### src/rtl/rwnlb_pkg.sv
// Package for the range window neighbor list builder.
// Holds widths, register indexes and helper functions; no dependencies.
package rwnlb_pkg;

  localparam int MAX_K      = 16;
  localparam int MAX_POINTS = 1048576;

  localparam int IDX_W   = 20;
  localparam int BND_W   = 21;
  localparam int NW_W    = 5;
  localparam int CFG_W   = 21;
  localparam int CFG_IDX_W = 2;

  localparam int CNT_W   = $clog2(MAX_K + 2);
  localparam int RING_W  = $clog2(MAX_K + 1);
  localparam int ADDR_W  = RING_W + 1;
  localparam int MEM_D   = 2 ** ADDR_W;

  localparam logic [CFG_IDX_W-1:0] CFG_CENTER = CFG_IDX_W'(0);
  localparam logic [CFG_IDX_W-1:0] CFG_KWANT  = CFG_IDX_W'(1);
  localparam logic [CFG_IDX_W-1:0] CFG_NPTS   = CFG_IDX_W'(2);

  localparam logic SIDE_LEFT  = 1'b0;
  localparam logic SIDE_RIGHT = 1'b1;

  function automatic logic [CNT_W-1:0] eff_k(logic [NW_W-1:0] nw);
    logic [CNT_W-1:0] k;
    if (nw == '0) begin
      k = CNT_W'(1);
    end else if (32'(nw) > 32'(MAX_K)) begin
      k = CNT_W'(MAX_K);
    end else begin
      k = CNT_W'(nw);
    end
    return k;
  endfunction

  function automatic logic [BND_W-1:0] sentinel(logic [BND_W-1:0] n);
    logic [BND_W-1:0] c;
    c = (32'(n) > 32'(MAX_POINTS)) ? BND_W'(MAX_POINTS) : n;
    return c + BND_W'(1);
  endfunction

endpackage

### src/rtl/rwnlb_if.sv
// Valid/ready channel interfaces for the neighbor list builder.
// Depends on rwnlb_pkg for field widths.
interface rwnlb_in_if;
  logic                         valid;
  logic                         ready;
  logic [rwnlb_pkg::IDX_W-1:0]  neighbor_index;

  modport source (output valid, output neighbor_index, input ready);
  modport sink   (input valid, input neighbor_index, output ready);
endinterface

interface rwnlb_out_if;
  logic                         valid;
  logic                         ready;
  logic                         side;
  logic [rwnlb_pkg::BND_W-1:0]  bound_low;
  logic [rwnlb_pkg::BND_W-1:0]  bound_high;
  logic [rwnlb_pkg::BND_W-1:0]  member;
  logic                         last_member;

  modport source (output valid, output side, output bound_low, output bound_high,
                  output member, output last_member, input ready);
  modport sink   (input valid, input side, input bound_low, input bound_high,
                  input member, input last_member, output ready);
endinterface

### src/rtl/range_window_neighbor_list_builder.sv
// Range window neighbor list builder: top level with list memory and control.
// Depends on rwnlb_pkg and the channel interfaces in rwnlb_if.sv.
//
// Both side lists live in one synchronous memory (one write port, one
// registered read port), the left list as a ring so that dropping its minimum
// only advances a base pointer. An item outside the window or equal to the
// center is taken in S_IDLE and dropped. An item that enters a list goes
// through the read-compare-write sweep of the memory (S_INS_RD, S_INS_CMP and,
// when it shifts past every entry, S_INS_PUT), shifting past at most k
// entries. An item that overfills a list passes through S_EVICT, then S_EMIT
// issues the first read and streams the k members of the record at one
// transaction per cycle when the sink is ready. After reset and after every
// configuration write to a defined register the block writes the list
// sentinels in S_INIT_L and S_INIT_R and accepts no item during that time.
module range_window_neighbor_list_builder (
  input  logic                             clk_i,
  input  logic                             rst_ni,
  input  logic                             cfg_we_i,
  input  logic [rwnlb_pkg::CFG_IDX_W-1:0]  cfg_idx_i,
  input  logic [rwnlb_pkg::CFG_W-1:0]      cfg_wdata_i,
  rwnlb_in_if.sink                         nbr_i,
  rwnlb_out_if.source                      rec_o
);
  import rwnlb_pkg::*;

  localparam logic [2:0] S_INIT_L  = 3'd0;
  localparam logic [2:0] S_INIT_R  = 3'd1;
  localparam logic [2:0] S_IDLE    = 3'd2;
  localparam logic [2:0] S_INS_RD  = 3'd3;
  localparam logic [2:0] S_INS_CMP = 3'd4;
  localparam logic [2:0] S_INS_PUT = 3'd5;
  localparam logic [2:0] S_EVICT   = 3'd6;
  localparam logic [2:0] S_EMIT    = 3'd7;

  logic [IDX_W-1:0]  center_q;
  logic [NW_W-1:0]   nw_q;
  logic [BND_W-1:0]  npts_q;
  logic              cfg_hit;

  logic [2:0]        state_q, state_d;
  logic              side_q, side_d;
  logic [BND_W-1:0]  val_q, val_d;
  logic [CNT_W-1:0]  pos_q, pos_d;
  logic [CNT_W-1:0]  lcnt_q, lcnt_d;
  logic [CNT_W-1:0]  rcnt_q, rcnt_d;
  logic [RING_W-1:0] base_q, base_d;
  logic [BND_W-1:0]  floor_q, floor_d;
  logic [BND_W-1:0]  ceil_q, ceil_d;
  logic [BND_W-1:0]  ev_q, ev_d;
  logic [BND_W-1:0]  nmax_q, nmax_d;
  logic [CNT_W-1:0]  z_q, z_d;
  logic [CNT_W-1:0]  mz_q, mz_d;
  logic              rd_vld_q, rd_vld_d;

  logic              out_vld_q, out_vld_d;
  logic              out_side_q, out_side_d;
  logic [BND_W-1:0]  out_lo_q, out_lo_d;
  logic [BND_W-1:0]  out_hi_q, out_hi_d;
  logic [BND_W-1:0]  out_mem_q, out_mem_d;
  logic              out_last_q, out_last_d;

  logic [BND_W-1:0]  mem [MEM_D];
  logic [BND_W-1:0]  rdata_q;
  logic              we, ren, wside, issue, move, out_free, in_acc;
  logic [CNT_W-1:0]  widx, ridx, k, side_cnt;
  logic [BND_W-1:0]  wdata, nbr_ext;
  logic [RING_W-1:0] wring, rring;
  logic [ADDR_W-1:0] waddr, raddr;

  assign k        = eff_k(nw_q);
  assign cfg_hit  = cfg_we_i && (cfg_idx_i == CFG_CENTER || cfg_idx_i == CFG_KWANT ||
                                 cfg_idx_i == CFG_NPTS);
  assign nbr_ext  = {1'b0, nbr_i.neighbor_index};
  assign side_cnt = side_q ? rcnt_q : lcnt_q;
  assign out_free = !out_vld_q || rec_o.ready;
  assign in_acc   = nbr_i.valid && (state_q == S_IDLE);

  assign wring = wside ? widx[RING_W-1:0] : base_q + widx[RING_W-1:0];
  assign rring = side_q ? ridx[RING_W-1:0] : base_q + ridx[RING_W-1:0];
  assign waddr = {wside, wring};
  assign raddr = {side_q, rring};

  always_ff @(posedge clk_i or negedge rst_ni) begin
    if (!rst_ni) begin
      center_q <= '0;
      nw_q     <= NW_W'(1);
      npts_q   <= BND_W'(1);
    end else if (cfg_we_i) begin
      case (cfg_idx_i)
        CFG_CENTER: center_q <= cfg_wdata_i[IDX_W-1:0];
        CFG_KWANT:  nw_q     <= cfg_wdata_i[NW_W-1:0];
        CFG_NPTS:   npts_q   <= cfg_wdata_i[BND_W-1:0];
        default:    ;
      endcase
    end
  end

  always_comb begin
    state_d    = state_q;
    side_d     = side_q;
    val_d      = val_q;
    pos_d      = pos_q;
    lcnt_d     = lcnt_q;
    rcnt_d     = rcnt_q;
    base_d     = base_q;
    floor_d    = floor_q;
    ceil_d     = ceil_q;
    ev_d       = ev_q;
    nmax_d     = nmax_q;
    z_d        = z_q;
    mz_d       = mz_q;
    rd_vld_d   = rd_vld_q;
    out_vld_d  = out_vld_q;
    out_side_d = out_side_q;
    out_lo_d   = out_lo_q;
    out_hi_d   = out_hi_q;
    out_mem_d  = out_mem_q;
    out_last_d = out_last_q;
    we         = 1'b0;
    wside      = side_q;
    widx       = pos_q;
    wdata      = val_q;
    ren        = 1'b0;
    ridx       = pos_q - CNT_W'(1);
    issue      = 1'b0;
    move       = 1'b0;

    if (out_vld_q && rec_o.ready) begin
      out_vld_d = 1'b0;
    end

    case (state_q)
      S_INIT_L: begin
        we      = 1'b1;
        wside   = SIDE_LEFT;
        widx    = '0;
        wdata   = '0;
        lcnt_d  = CNT_W'(1);
        floor_d = '0;
        state_d = S_INIT_R;
      end
      S_INIT_R: begin
        we      = 1'b1;
        wside   = SIDE_RIGHT;
        widx    = '0;
        wdata   = sentinel(npts_q);
        rcnt_d  = CNT_W'(1);
        ceil_d  = sentinel(npts_q);
        state_d = S_IDLE;
      end
      S_IDLE: begin
        if (in_acc) begin
          val_d = nbr_ext;
          if (nbr_i.neighbor_index < center_q && nbr_ext > floor_q) begin
            side_d  = SIDE_LEFT;
            pos_d   = lcnt_q;
            state_d = S_INS_RD;
          end else if (nbr_i.neighbor_index > center_q && nbr_ext < ceil_q) begin
            side_d  = SIDE_RIGHT;
            pos_d   = rcnt_q;
            state_d = S_INS_RD;
          end
        end
      end
      S_INS_RD: begin
        ren     = 1'b1;
        state_d = S_INS_CMP;
      end
      S_INS_CMP: begin
        we = 1'b1;
        if (rdata_q > val_q) begin
          wdata = rdata_q;
          pos_d = pos_q - CNT_W'(1);
          if (pos_q == CNT_W'(1)) begin
            state_d = S_INS_PUT;
          end else begin
            ren  = 1'b1;
            ridx = pos_q - CNT_W'(2);
          end
        end else begin
          state_d = (side_cnt == k) ? S_EVICT : S_IDLE;
          if (side_cnt != k) begin
            if (side_q) rcnt_d = rcnt_q + CNT_W'(1);
            else        lcnt_d = lcnt_q + CNT_W'(1);
          end
        end
      end
      S_INS_PUT: begin
        we      = 1'b1;
        state_d = (side_cnt == k) ? S_EVICT : S_IDLE;
        if (side_cnt != k) begin
          if (side_q) rcnt_d = rcnt_q + CNT_W'(1);
          else        lcnt_d = lcnt_q + CNT_W'(1);
        end
      end
      S_EVICT: begin
        if (side_q) begin
          ev_d   = ceil_q;
          ceil_d = nmax_q;
        end else begin
          ev_d   = floor_q;
          base_d = base_q + RING_W'(1);
        end
        z_d     = '0;
        mz_d    = '0;
        state_d = S_EMIT;
      end
      S_EMIT: begin
        move  = rd_vld_q && out_free;
        issue = (z_q < k) && (!rd_vld_q || move);
        ridx  = z_q;
        ren   = issue;
        if (issue) begin
          z_d = z_q + CNT_W'(1);
        end
        if (move) begin
          out_vld_d  = 1'b1;
          out_side_d = side_q;
          out_lo_d   = side_q ? ceil_q : ev_q;
          out_hi_d   = side_q ? ev_q : ((mz_q == '0) ? rdata_q : out_hi_q);
          out_mem_d  = rdata_q;
          out_last_d = (mz_q == k - CNT_W'(1));
          mz_d       = mz_q + CNT_W'(1);
          if (!side_q && mz_q == '0) begin
            floor_d = rdata_q;
          end
          if (mz_q == k - CNT_W'(1)) begin
            state_d = S_IDLE;
          end
        end
        rd_vld_d = issue || (rd_vld_q && !move);
      end
      default: begin
        state_d = S_INIT_L;
      end
    endcase

    if (we && widx == k - CNT_W'(1)) begin
      nmax_d = wdata;
    end

    if (cfg_hit) begin
      state_d   = S_INIT_L;
      base_d    = '0;
      out_vld_d = 1'b0;
      rd_vld_d  = 1'b0;
    end
  end

  always_ff @(posedge clk_i or negedge rst_ni) begin
    if (!rst_ni) begin
      state_q   <= S_INIT_L;
      lcnt_q    <= CNT_W'(1);
      rcnt_q    <= CNT_W'(1);
      base_q    <= '0;
      floor_q   <= '0;
      ceil_q    <= sentinel(BND_W'(1));
      z_q       <= '0;
      mz_q      <= '0;
      rd_vld_q  <= 1'b0;
      out_vld_q <= 1'b0;
    end else begin
      state_q   <= state_d;
      lcnt_q    <= lcnt_d;
      rcnt_q    <= rcnt_d;
      base_q    <= base_d;
      floor_q   <= floor_d;
      ceil_q    <= ceil_d;
      z_q       <= z_d;
      mz_q      <= mz_d;
      rd_vld_q  <= rd_vld_d;
      out_vld_q <= out_vld_d;
    end
  end

  always_ff @(posedge clk_i) begin
    side_q     <= side_d;
    val_q      <= val_d;
    pos_q      <= pos_d;
    ev_q       <= ev_d;
    nmax_q     <= nmax_d;
    out_side_q <= out_side_d;
    out_lo_q   <= out_lo_d;
    out_hi_q   <= out_hi_d;
    out_mem_q  <= out_mem_d;
    out_last_q <= out_last_d;
  end

  always_ff @(posedge clk_i) begin
    if (we) begin
      mem[waddr] <= wdata;
    end
    if (ren) begin
      rdata_q <= mem[raddr];
    end
  end

  assign nbr_i.ready       = (state_q == S_IDLE);
  assign rec_o.valid       = out_vld_q;
  assign rec_o.side        = out_side_q;
  assign rec_o.bound_low   = out_lo_q;
  assign rec_o.bound_high  = out_hi_q;
  assign rec_o.member      = out_mem_q;
  assign rec_o.last_member = out_last_q;

endmodule

### src/flat_wrapper.sv
// flat-port wrapper written by rule: the top's interface ports become plain ports
module range_window_neighbor_list_builder_flat import rwnlb_pkg::*;
  (clk_i, rst_ni, cfg_we_i, cfg_idx_i, cfg_wdata_i, nbr_i_valid, nbr_i_neighbor_index, nbr_i_ready, rec_o_valid, rec_o_side, rec_o_bound_low, rec_o_bound_high, rec_o_member, rec_o_last_member, rec_o_ready);
  rwnlb_in_if nbr_i_i ();
  rwnlb_out_if rec_o_i ();
  input  logic clk_i;
  input  logic rst_ni;
  input  logic cfg_we_i;
  input  logic [rwnlb_pkg::CFG_IDX_W-1:0] cfg_idx_i;
  input  logic [rwnlb_pkg::CFG_W-1:0] cfg_wdata_i;
  input wire logic [$bits(nbr_i_i.valid)-1:0] nbr_i_valid;
  input wire logic [$bits(nbr_i_i.neighbor_index)-1:0] nbr_i_neighbor_index;
  output wire logic [$bits(nbr_i_i.ready)-1:0] nbr_i_ready;
  output wire logic [$bits(rec_o_i.valid)-1:0] rec_o_valid;
  output wire logic [$bits(rec_o_i.side)-1:0] rec_o_side;
  output wire logic [$bits(rec_o_i.bound_low)-1:0] rec_o_bound_low;
  output wire logic [$bits(rec_o_i.bound_high)-1:0] rec_o_bound_high;
  output wire logic [$bits(rec_o_i.member)-1:0] rec_o_member;
  output wire logic [$bits(rec_o_i.last_member)-1:0] rec_o_last_member;
  input wire logic [$bits(rec_o_i.ready)-1:0] rec_o_ready;
  assign nbr_i_i.valid = nbr_i_valid;
  assign nbr_i_i.neighbor_index = nbr_i_neighbor_index;
  assign nbr_i_ready = nbr_i_i.ready;
  assign rec_o_valid = rec_o_i.valid;
  assign rec_o_side = rec_o_i.side;
  assign rec_o_bound_low = rec_o_i.bound_low;
  assign rec_o_bound_high = rec_o_i.bound_high;
  assign rec_o_member = rec_o_i.member;
  assign rec_o_last_member = rec_o_i.last_member;
  assign rec_o_i.ready = rec_o_ready;
  range_window_neighbor_list_builder u_core (.clk_i(clk_i), .rst_ni(rst_ni), .cfg_we_i(cfg_we_i), .cfg_idx_i(cfg_idx_i), .cfg_wdata_i(cfg_wdata_i), .nbr_i(nbr_i_i), .rec_o(rec_o_i));
endmodule
### config.mk
export PLATFORM = sky130hd
export DESIGN_NAME = range_window_neighbor_list_builder_flat
export DESIGN_NICKNAME = d
export VERILOG_FILES = /design/src/rtl/rwnlb_pkg.sv /design/src/rtl/rwnlb_if.sv /design/src/rtl/range_window_neighbor_list_builder.sv /design/src/flat_wrapper.sv
export SDC_FILE = /design/constraint.sdc
export NUM_CORES = 2
export LEC_CHECK = 0
export BUFFER_PORTS_ARGS = -buffer_cell sky130_fd_sc_hd__buf_2
export CAP_MARGIN = 20
export CORE_AREA = 2 2 450 274
export DETAILED_ROUTE_END_ITERATION = 16
export DIE_AREA = 0 0 452 276
export PLACE_DENSITY_LB_ADDON = 0.05
export SKIP_CTS_REPAIR_TIMING = 1
export SYNTH_ARGS = -nofsm -noshare
export SYNTH_HDL_FRONTEND = slang
export SYNTH_SLANG_ARGS = --single-unit
### constraint.sdc
create_clock -name clk_i -period 7.15 [get_ports clk_i]
set_input_delay 0.3575 -clock clk_i [delete_from_list [all_inputs] [get_ports clk_i]]
set_output_delay 0.3575 -clock clk_i [all_outputs]
set_load 0.05 [all_outputs]
# Word level (Yosys, flattened, before mapping)
# Memory sizes are Yosys's and may differ from the RTL's. A register that Yosys moved wholly into a read port is not among the register bits.
# Index checks and enable logic that the tools add are counted.
[totals] regBits=251 ramBits=1344 input_bits=48 out_inout_bits=67 word_cells=187 mem_count=1
[memory_table] memory="u_core.mem" depth=64 width=21 rd=1 rd_ports_with_merged_regs=1 write_ports=1 line="range_window_neighbor_list_builder.sv:62" text="logic [BND_W-1:0] mem [MEM_D];"
[op_classes] addsub=11 n_lt_le_gt_ge=8 eq_ne=28 n_mux=65 reduce_logical=51
[ops] cell="$mux W21" n=9
[ops] cell="$mux W5" n=23
[ops] cell="$pmux W21 S2" n=2
[ops] cell="$pmux W21 S3" n=1
[ops] cell="$pmux W5 S2" n=4
[ops] cell="$pmux W5 S3" n=2
[ops] cell="$mux W3" n=9
[ops] cell="$add A5 B1 Y5 const B" n=5
[ops] cell="$pmux W3 S8" n=1
[ops] cell="$reduce_and A2 Y1" n=11
[ops] cell="$add A21 B1 Y21 const B" n=1
[ops] cell="$gt A20 B21 Y1" n=1
[ops] cell="$gt A21 B20 Y1" n=1
[ops] cell="$gt A21 B21 Y1 const B" n=1
[ops] cell="$lt A20 B21 Y1" n=1
[ops] cell="$gt A20 B20 Y1" n=1
[ops] cell="$lt A20 B20 Y1" n=1
[ops] cell="$reduce_bool A2 Y1" n=8
[ops] cell="$eq A5 B5 Y1" n=3
[ops] cell="$ne A2 B1 Y1 const B" n=7
[ops] cell="$eq A3 B3 Y1 const B" n=4
[ops] cell="$mux W1" n=12
[ops] cell="$ne A3 B1 Y1 const B" n=4
[ops] cell="$add A5 B5 Y5" n=2
[ops] cell="27 further kinds" n=49

# Logic depth before layout (Yosys ltp)
[logic_depth] word_depth=9 mapped_depth=25 depth_no_buf=21

# Worst setup path after synthesis
# Ideal clock, no wire load.
[synth_path] kind="reg2reg" startpoint="register u_core.npts_q[15]" endpoint="memory u_core.mem[0][20], data pin" setup_time_ps=709 arrival_time_ps=4680 required_time_ps=6441 slack_ps=1761 path_stages_with_launch=9 path_buffers=0 period_less_slack_ps=5389 cell_sequence="dfrtp_1 nor4_1 nand3_1 o21ai_0 nand2_1 or2_2 nor3_1 a31oi_1 o21ai_0"
[synth_between] elab_chain_len=4
[synth_lines] element="from (decl)" line="range_window_neighbor_list_builder.sv:37" text="logic [BND_W-1:0] npts_q;"
[synth_lines] element="from (signal assigned)" line="range_window_neighbor_list_builder.sv:92" text="CFG_NPTS: npts_q <= cfg_wdata_i[BND_W-1:0];"
[synth_lines] element="$gt A21 B21 Y1" line="rwnlb_pkg.sv:40" text="c = (32'(n) > 32'(MAX_POINTS)) ? BND_W'(MAX_POINTS) : n;"
[synth_lines] element="$mux W21 *" line="rwnlb_pkg.sv:40"
[synth_lines] element="$add A21 B1 Y21 *" line="rwnlb_pkg.sv:41" text="return c + BND_W'(1);"
[synth_lines] element="$pmux W21 S3 *" line="range_window_neighbor_list_builder.sv:132" text="case (state_q)"
[synth_lines] element="named net u_core.wdata[20]" line="range_window_neighbor_list_builder.sv:66" text="logic [BND_W-1:0] wdata, nbr_ext;"
[synth_lines] element="to (decl)" line="range_window_neighbor_list_builder.sv:62"
# Mark *: on every way through the listed nets, which the timed path passes. The rest lies on a longest branch.

# Worst setup path in the final report
[layout_path] startpoint="register u_core.rdata_q[16] (read register of u_core.mem)" endpoint="register u_core.rdata_q[14] (read register of u_core.mem), data pin"
[layout_between] elab_chain_len=5 word_cells_on_any_way=7 cone_classes="add/sub (1); order compare (1); mux (5)"
[layout_lines] element="from (decl)" line="range_window_neighbor_list_builder.sv:63" text="logic [BND_W-1:0] rdata_q;"
[layout_lines] element="$gt A21 B20 Y1 *" line="range_window_neighbor_list_builder.sv:171" text="if (rdata_q > val_q) begin"
[layout_lines] element="$mux W5" line="range_window_neighbor_list_builder.sv:171"
[layout_lines] element="$pmux W5 S2" line="range_window_neighbor_list_builder.sv:132"
[layout_lines] element="$add A5 B5 Y5" line="range_window_neighbor_list_builder.sv:79" text="assign rring = side_q ? ridx[RING_W-1:0] : base_q + ridx[RING_W-1:0];"
[layout_lines] element="$mux W5" line="range_window_neighbor_list_builder.sv:79"
# Every way passes the cells marked *; elsewhere a longest branch is shown, timed or not.
# A chain may end at the register's enable or synchronous reset.

==> results_dict.tcl <==
set metrics [dict create \
    outcome "finished with violations" \
    violations "hold timing" \
    cap_violations 0 \
    dieHeight_um 276 \
    vias 46500 \
    crit_path_cell_trace "ha_1 > nand4_2 > or4_1 > nor3_2 > a21oi_1 > a32oi_1 > o221ai_1 > a21o_1 > ha_1 > fa_1 > o21ai_1 > buf_4 > nand3_4 > buf_12 > buf_4 > nand2_1 > a311oi_1 > a31oi_1 > o21ai_1 > o21ai_1 > buf_4 > a32oi_1" \
    stdcell_count 7388 \
    setup_viol 0 \
    synthArstFlopShare_pct 7.302 \
    h-tree-depth 4 \
    fin_crit_sh_pct 97.43 \
    slew_violations 0 \
    grt_pass1_vias 42600 \
    final_cell_mix "1498 x edfxtp_1, 1375 x nand2_1, 685 x nand3_1" \
    wl_per_cell_um 28.52 \
    fmax_mhz 143.5 \
    cts.clk_slew.worst_paths_ps 60 \
    arrival_ps 7400 \
    max_slew_margin_pct 18.31 \
    hold_path_class "input pin to register" \
    fin_skew_ps 28.50 \
    ys_ff_latch 1616 \
    core_um2 120500 \
    worst_setup_path_start_kind "register" \
    clockBufferDepth 3 \
    syn-cell-area_um2 68260 \
    drc 0 \
    root_buffer "clkbuf_16" \
    dpl.cell_count 7068 \
    r2r_slack_ps 180 \
    place_congestion 0.9365 \
    hold_ws_ps -35.42 \
    worst_slew_pin_slew_ps 1225 \
    worstPathMaxFanout 26 \
    synth_seq_area_share_pct 70.24 \
    ioPinCount 115 \
    via_per_inst 6.295 \
    rsz0062_at_grt "false" \
    clk_latency_ps 780 \
    worstHoldStart "rec_o_ready" \
    grt_usage_pct 33.64 \
    worstPathRequired_ps 7590 \
    finalWorstSetupSlack_ps 183.7 \
    syn_inst 5441 \
    yosys_warnings 0 \
    die_area_um2 124800 \
    max-vdd-ir-drop_v 0.0003483 \
    power_leakage_nw 28.06 \
    io_buffers 114 \
    path_buf_inv 4 \
    synth.distinct_cells 84 \
    crit_family "compound AO/OA/AOI/OAI gates" \
    r2r-start "u_core.rdata_q[16]" \
    critPathCaptureType "register" \
    slowest_stage "or4_1" \
    critPathKind "register to register" \
    period_needed_ps 6966 \
    dp_hpwl_mm 133.6 \
    area_growth_syn_to_layout_pct 12.76 \
    clock-sinks 1616 \
    setup_tns_ps 0 \
    initial_core_util_pct 56.63 \
    grt_max_degree 107 \
    chipWidth_um 452 \
    finalWirelength_mm 210.7 \
    grt_pass1_wl_mm 304.8 \
    diodes 0 \
    ys_dominant_reg_cell "edfxtp_1" \
    startpoint "u_core.rdata_q[16]" \
    hold_violations 2 \
    final_common_cell "edfxtp_1" \
    cts_made_buffers 147 \
    dr.pass1.iters 8 \
    row_count 99 \
    p_per_area_nw_per_um2 446.2 \
    crit_path_max_incr_delay_ps 660 \
    cts_tree "yes" \
    fin_util_pct 63.86 \
    postRouteAntennaNets 0 \
    drt-initial-drc-count 7262 \
    dpl_worst_slack_ps 195.5 \
    synth_nets 5594 \
    antenna_found_initial 5 \
    nNetsFinal 5802 \
    grt-ovfl-total 0 \
    layout-drive-gt1-share_pct 12.70 \
    syn_area_per_cell_um2 12.54 \
    synth_edf_count 1498 \
]
-- through the flow --
stage | hold WS, ps | cell area, um^2 | power [W]
2_1_floorplan | 61.91 | 68260 | 0.02032
3_3_place_gp | 435.7 | 71790 | 0.02613
4_1_cts | -392.8 | 76440 | 0.03396
3_5_place_dp | 447.4 | 71810 | 0.02628
5_1_grt | 11.25 | 76960 | 0.03557
6_report | -35.42 | 76960 | 0.03434
-- power breakdown --
group          leakage [nW]  switching (W)  internal [W]
logic                  10.6        0.00998       0.00366
clock network          2.27        0.00353       0.00425
registers              15.2       0.000439        0.0125
total                  28.1         0.0140        0.0204
-- cell type report --
| class | instances | area (um^2) |
|---|---|---|
| tap | 1616 | 2022 |
| timing repair buffer | 385 | 3243 |
| clock inverter | 85 | 679.4 |
| multi-input combinational | 3352 | 18580 |
| fill | 9124 | 43560 |
| sequential | 1616 | 47940 |
| clock buffer | 187 | 3945 |
| inverter | 147 | 551.8 |
-- Yosys cell counts (all sizes together) (61+ instances only) --
cell type     n  share of area (%)
nor2        163               0.90
mux2i        80                1.2
clkbuf      121               0.67
dfrtp       113                4.1
o21ai       140                1.0
edfxtp     1498                 66
nand3       686                5.0
a31oi        73               0.67
ha          103                1.9
buf         205                1.6
a21oi        94               0.69
inv         147               0.81
a311oi       62               0.80
and3         61               0.57
nand2      1377                7.6
-- per-layer routing --
metal | track usage, % | wire [um] | vias to the layer above
li1 | - | - | 20340
met1 | 53.80 | 91990 | 23120
met2 | 44.67 | 85880 | 2770
met3 | 9.891 | 28040 | 280
met4 | 8.361 | 4767 | 0
met5 | 0 | 0 | -
-- state kept, by name, indices dropped and copies added (netlist names), 3 cells and up --
signal,cells
u_core.nmax_q,21
u_core.z_q,5
u_core.ceil_q,21
u_core.lcnt_q,5
u_core.rdata_q,21
u_core.base_q,5
u_core.nw_q,5
u_core.rec_o.bound_high,21
u_core.state_q,3
u_core.ev_q,21
u_core.rec_o.bound_low,21
u_core.rec_o.member,21
u_core.mem,1344
u_core.npts_q,21
u_core.center_q,20
u_core.floor_q,21
u_core.val_q,20
u_core.mz_q,5
u_core.rcnt_q,5
u_core.pos_q,5
-- worst register-to-register path: stages (launching register included) --
cell	delay, ps
edfxtp_1	520
ha_1	400
nand4_2	230
or4_1	660
nor3_2	350
a21oi_1	110
a32oi_1	180
o221ai_1	140
a21o_1	200
ha_1	220
fa_1	480
o21ai_1	280
buf_4	280
nand3_4	310
buf_12	350
buf_4	270
nand2_1	110
a311oi_1	110
a31oi_1	340
o21ai_1	170
o21ai_1	490
buf_4	230
a32oi_1	190
-- cells by family after synthesis --
kind of cell / synth area share [%]
simple gates: 15.56
flops: 70.24
compound gates: 6.179
buf+inv: 3.089
mux: 2.246
fa+ha+maj: 1.947
xor+xnor: 0.7424
-- worst paths after layout --
path                                       to  cells after the start
min reg2reg                  u_core.ceil_q[1]                      2
max in group asynchronous      u_core.nw_q[1]                      3
min in group asynchronous   u_core.ceil_q[19]                      2
min                           u_core.rd_vld_q                      4
max                        u_core.rdata_q[14]                     22
max reg2reg                u_core.rdata_q[14]                     22
(Power assumes the default switching activity.)
